<file path="src/rtl/sieu_pkg.sv">
`default_nettype none

package sieu_pkg;

	localparam int WORD_W   = 32;
	localparam int KIND_W   = 4;
	localparam int SP_OUT_W = 12;

	// Opcodes; codes above OP_ADD have no meaning and execute as invalid
	typedef enum logic [KIND_W-1:0] {
		OP_INVALID = 4'd0,
		OP_STI     = 4'd1,
		OP_NOP     = 4'd2,
		OP_JMPABS  = 4'd3,
		OP_PUSH    = 4'd4,
		OP_POP     = 4'd5,
		OP_MOV     = 4'd6,
		OP_XOR     = 4'd7,
		OP_ADD     = 4'd8
	} op_t;

	typedef struct packed {
		logic carry;
		logic zero;
	} flags_t;

	typedef struct packed {
		logic [KIND_W-1:0] kind;
		logic [WORD_W-1:0] operand_a;
		logic [WORD_W-1:0] operand_b;
	} instr_t;

	typedef struct packed {
		logic                reg_written;
		logic [WORD_W-1:0]   written_value;
		logic [WORD_W-1:0]   instr_pointer;
		logic [SP_OUT_W-1:0] stack_pointer;
		logic                zero_flag;
		logic                carry_flag;
		logic                invalid_op;
	} result_t;

endpackage

`default_nettype wire

</file>
<file path="src/rtl/sieu_regfile.sv">
`default_nettype none

module sieu_regfile
	import sieu_pkg::*;
#(
	parameter int NUM_REGS = 16,
	parameter int RI_W     = 4
) (
	input  wire logic              clk,
	input  wire logic              arst_n,
	input  wire logic              rd_en,
	input  wire logic [RI_W-1:0]   rd_addr_a,
	input  wire logic [RI_W-1:0]   rd_addr_b,
	output logic      [WORD_W-1:0] rd_data_a,
	output logic      [WORD_W-1:0] rd_data_b,
	input  wire logic              wr_en,
	input  wire logic [RI_W-1:0]   wr_addr,
	input  wire logic [WORD_W-1:0] wr_data
);

	logic [WORD_W-1:0]   mem [NUM_REGS];
	logic [NUM_REGS-1:0] vld_q;
	logic [WORD_W-1:0]   ram_a_q, ram_b_q, byp_data_q;
	logic                rvld_a_q, rvld_b_q, byp_a_q, byp_b_q;

	// Write port and synchronous read ports
	always_ff @(posedge clk) begin
		if (wr_en) begin
			mem[wr_addr] <= wr_data;
		end
		if (rd_en) begin
			ram_a_q    <= mem[rd_addr_a];
			ram_b_q    <= mem[rd_addr_b];
			byp_data_q <= wr_data;
		end
	end

	// Track written entries and flag reads that collide with a same-cycle write
	always_ff @(posedge clk or negedge arst_n) begin
		if (!arst_n) begin
			vld_q    <= '0;
			rvld_a_q <= 1'b0;
			rvld_b_q <= 1'b0;
			byp_a_q  <= 1'b0;
			byp_b_q  <= 1'b0;
		end else begin
			if (wr_en) begin
				vld_q[wr_addr] <= 1'b1;
			end
			if (rd_en) begin
				rvld_a_q <= vld_q[rd_addr_a];
				rvld_b_q <= vld_q[rd_addr_b];
				byp_a_q  <= wr_en && (wr_addr == rd_addr_a);
				byp_b_q  <= wr_en && (wr_addr == rd_addr_b);
			end
		end
	end

	// Forward the colliding write, else zero for never-written entries
	assign rd_data_a = byp_a_q ? byp_data_q : (rvld_a_q ? ram_a_q : '0);
	assign rd_data_b = byp_b_q ? byp_data_q : (rvld_b_q ? ram_b_q : '0);

endmodule

`default_nettype wire

</file>
<file path="config.mk">
export PLATFORM = sky130hd
export DESIGN_NAME = sieu_regfile
export DESIGN_NICKNAME = d
export VERILOG_FILES = /design/src/rtl/sieu_pkg.sv /design/src/rtl/sieu_regfile.sv
export SDC_FILE = /design/constraint.sdc
export NUM_CORES = 1
export LEC_CHECK = 0
export BUFFER_PORTS_ARGS = -buffer_cell sky130_fd_sc_hd__buf_2
export CORE_UTILIZATION = 55
export CTS_CLUSTER_SIZE = 24
export DETAILED_ROUTE_END_ITERATION = 7
export PLACE_DENSITY = 0.83
export SLEW_MARGIN = 20
export SYNTH_ARGS = -nofsm -noshare
export SYNTH_HDL_FRONTEND = slang
export SYNTH_SLANG_ARGS = --single-unit
export TNS_END_PERCENT = 1
</file>
<file path="constraint.sdc">
create_clock -name clk -period 2 [get_ports clk]
set_input_delay 0.1 -clock clk [delete_from_list [all_inputs] [get_ports clk]]
set_output_delay 0.1 -clock clk [all_outputs]
set_load 0.005 [all_outputs]
</file>
==> flow_summary.yaml <==
run_status:
  outcome: "finished, violations left"
  violations: "setup timing"
min_path:
  worstHoldEndpoint: "ram_a_q[3]$_DFFE_PP_"
  hold_depth: 2
  hold_path_startpoint: "rd_addr_a[3]"
  hold_path.class: "in2reg"
critical_path:
  r2r-start: "vld_q[7]$_DFFE_PN0P_"
  path_buf_inv: 3
  worstPathArrival_ns: 1.93
  worstPathMaxFanout: 6
  r2r-end: "rvld_a_q$_DFFE_PN0P_"
  startpoint_type: "flop"
  cp.required_ns: 1.90
  rrSetupSlack_ns: 0.24
  cp_cell_sequence: "nor2b_4 -> buf_6 -> buf_12 -> a22o_1 -> buf_2"
  crit_path_max_incr_delay_ns: 0.52
  crit_path_end_kind: "output pin"
  slowest_stage: "dfrtp_4"
  critPathTopFamily: "flip-flops"
  startpoint: "byp_a_q$_DFFE_PN0P_"
  path_class: "reg2out"
  reg2reg_depth: 4
timing:
  fin_ws_ns: -0.0340
  min_period_ns: 2.03
  worst_slew_pin_slew_ns: 1.01
  max_freq_mhz: 492
  post-route-period-util_pct: 102
  finalHoldViolCount: 0
  maxSlewViolCount: 0
  skew_ns: 0.0173
  setup_viol: 12
  rsz0062_at_grt: "true"
  slew_headroom_pct: 32.6
floorplanning:
  io_pins: 112
  row_count: 81
  chipWidth_um: 226
  die_height_um: 226
  core_um2: 49300
  floorplan.initialDensity_pct: 56.2
  die_area_um2: 51200
place:
  place_congestion: 0.794
  portBuffers: 111
  preCtsSetupSlack_ns: 0.0545
  dpl.hpwl_um: 38800
drt:
  routed_wl_um: 72600
  dr.pass1.iters: 6
  ant_nets: 0
  drt_iter0_markers: 2172
  vias_per_cell: 7.06
  drcViolationCount: 0
  vias: 14900
  routedWlPerCell_um: 34.5
synthesis:
  yosysTopAreaCell: "edfxtp_1"
  synth_compound_area_share_pct: 2.06
  synth_top_family_by_area: "multiplexers"
  synthXorXnorAreaFrac_pct: 0.253
  syn_inst: 1180
  ys_ff_latch: 628
  yosys.area_share.simple_pct: 0.908
  synthAdderAreaFrac_pct: 0
  syn_area_per_cell_um2: 23.5
  syn_nets: 1228
  synthDistinctLibCells: 27
  synth.area.mux_share_pct: 27.0
  netlist.area_leader.share_pct: 65.9
  syn_area_um2: 27700
  yosysWarnings: 0
  synth_area_leaders: "edfxtp_1 66%, mux4_2 26%, a22o_1 2.0%, dfrtp_1 1.8%, buf_6 0.57%"
  ys_seq_area_share_pct: 67.8
cts:
  insertion_delay_ns: 0.62
  cts_max_level: 2
  cts_tree: "yes"
  numCtsBuffers: 59
  cts_max_path_buffers: 3
  clkSinkCount: 628
  cts.clk_slew.worst_paths_ns: 0.07
  cts_root_buf: "clkbuf_16"
finish:
  n_fill_cell: 3010
  area_delta_synth_final_pct: 17.3
  drive_gt1_share_pct: 45.5
  layout.nets: 1438
pwr:
  p_clk_share_pct: 37.9
  internal_power_uw: 23300
  power_leakage_uw: 0.0107
  power_uw: 30100
  powerDensity_nw_per_um2: 927
  p_comb_share_pct: 11.6
  p_seq_share_pct: 50.5
  p_sw_share_pct: 22.7
  peakVddDrop_uv: 713
  switching_power_uw: 6830
grt:
  grt_pass1_vias: 15700
  grtUsageMet3_pct: 6.23
  grt_max_degree: 42
  grt_use_total_pct: 29.0
  antenna_found_initial: 3
  grt_pass1_wl_um: 104000
  overflow: 0
  use_met2_pct: 48.3
  gr-max-usage-layer: "met2"
  met1_usage_pct: 36.8
job:
  maxCapViolations: 0
==> flip-flops by register name (all words and copies together), names as in the netlist <==
signal and flops:
byp_a_q 1, byp_b_q 1, byp_data_q 32, mem 512, ram_a_q 32, ram_b_q 32
rvld_a_q 1, rvld_b_q 1, vld_q 16
==> placed cells by master (no fill, tap or decap) <==
cell type	instances
xnor2_1	6
clkinvlp_4	1
or2_2	16
dlygate4sd3_1	41
inv_1	2
clkbuf_1	3
nand3b_1	2
buf_2	105
mux4_1	5
or3b_2	1
nand2b_1	2
o21ai_0	2
diode_2	2
clkinv_4	1
mux2i_1	6
dfrtp_1	18
nor3_4	4
buf_6	8
nor2b_4	2
nor2_4	12
clkbuf_8	2
edfxtp_1	608
nand2_1	6
bufinv_16	8
buf_12	51
dfrtp_4	1
clkinv_2	21
a22o_1	61
clkinv_1	16
mux4_2	323
mux2_2	2
nand3_1	3
buf_4	32
a22o_4	1
xor2_1	2
clkbuf_16	63
dfrtp_2	1
o32ai_1	2
==> cell usage after synthesis (all sizes together) <==
| library cell | number |
|---|---|
| a22o | 62 |
| buf | 52 |
| clkbuf | 40 |
| dfrtp | 20 |
| edfxtp | 608 |
| inv | 2 |
| mux2 | 2 |
| mux2i | 6 |
| mux4 | 328 |
| nand2 | 6 |
| nand2b | 2 |
| nand3 | 3 |
| nand3b | 2 |
| nor2 | 12 |
| nor2b | 2 |
| nor3 | 4 |
| o21ai | 2 |
| o32ai | 2 |
| or2 | 16 |
| or3b | 1 |
| xnor2 | 6 |
| xor2 | 2 |
==> logic make-up after synthesis <==
family | Yosys count
compound gates | 66
buf+inv | 94
xor+xnor | 8
mux | 336
simple gates | 48
flops | 628
==> through the flow <==
step | cell area (µm²) | hold slack, ns | setup TNS (ns) | std cells | utilization [%]
2_1_floorplan | 27700 | -0.196 | -186.07 | 1180 | -
3_3_place_gp | 29900 | 0.0774 | 0 | 1945 | 60.8
3_5_place_dp | 29900 | 0.0870 | 0 | 1945 | 60.8
4_1_cts | 32300 | 0.0488 | -0.158 | 2098 | 65.6
5_1_grt | 32500 | 0.0641 | -1.31 | 2106 | 65.9
6_report | 32500 | 0.0834 | -0.174 | 2106 | 65.9
==> power by group through the flow <==
| stage | Sequential, µW | Clock [µW] | Combinational (µW) |
|---|---|---|---|
| 2_1_floorplan | 15400 | 0 | 1830 |
| 3_3_place_gp | 15400 | 0 | 3100 |
| 3_5_place_dp | 15400 | 0 | 3170 |
| 4_1_cts | 15200 | 11500 | 3290 |
| 5_1_grt | 15200 | 11900 | 3680 |
| 6_report | 15200 | 11400 | 3500 |
==> metal layers <==
layer  vias to the layer above  wire, µm
met5                         -        13
met4                         2      3400
met1                      7915     24800
met2                      1023     36900
li1                       5714         -
met3                       224      7460
==> cell type report <==
cell class	count	area (µm²)	share of cell area [%]
diodes	2	5.00	0.0154
clock buffers	64	1540	4.74
clock inverters	47	422	1.30
inverters	2	7.51	0.0231
multi-input cells	458	8540	26.3
flip-flops and latches	628	18800	57.8
well taps	664	831	2.56
repair buffers	241	2360	7.28
==> worst max path at each step <==
stage,endpoint,cells past startpoint
floorplan,mem[7][0]$_DFFE_PP_,3
global placement,ram_a_q[25]$_DFFE_PP_,5
detailed placement,ram_a_q[10]$_DFFE_PP_,4
CTS,rd_data_a[18],4
global route,rd_data_a[24],5
finish,rd_data_a[24],5
==> what timing repair did <==
item                                    CTS  global route
pin swaps                                 0            10
hold endpoints to repair                576             0
buffers inserted                          1             3
resized for setup                         5            10
hold buffers                             41             0
endpoints found under the setup margin   54            30
gates cloned                              0             3
Note: power is estimated with default switching activity, not from simulation.
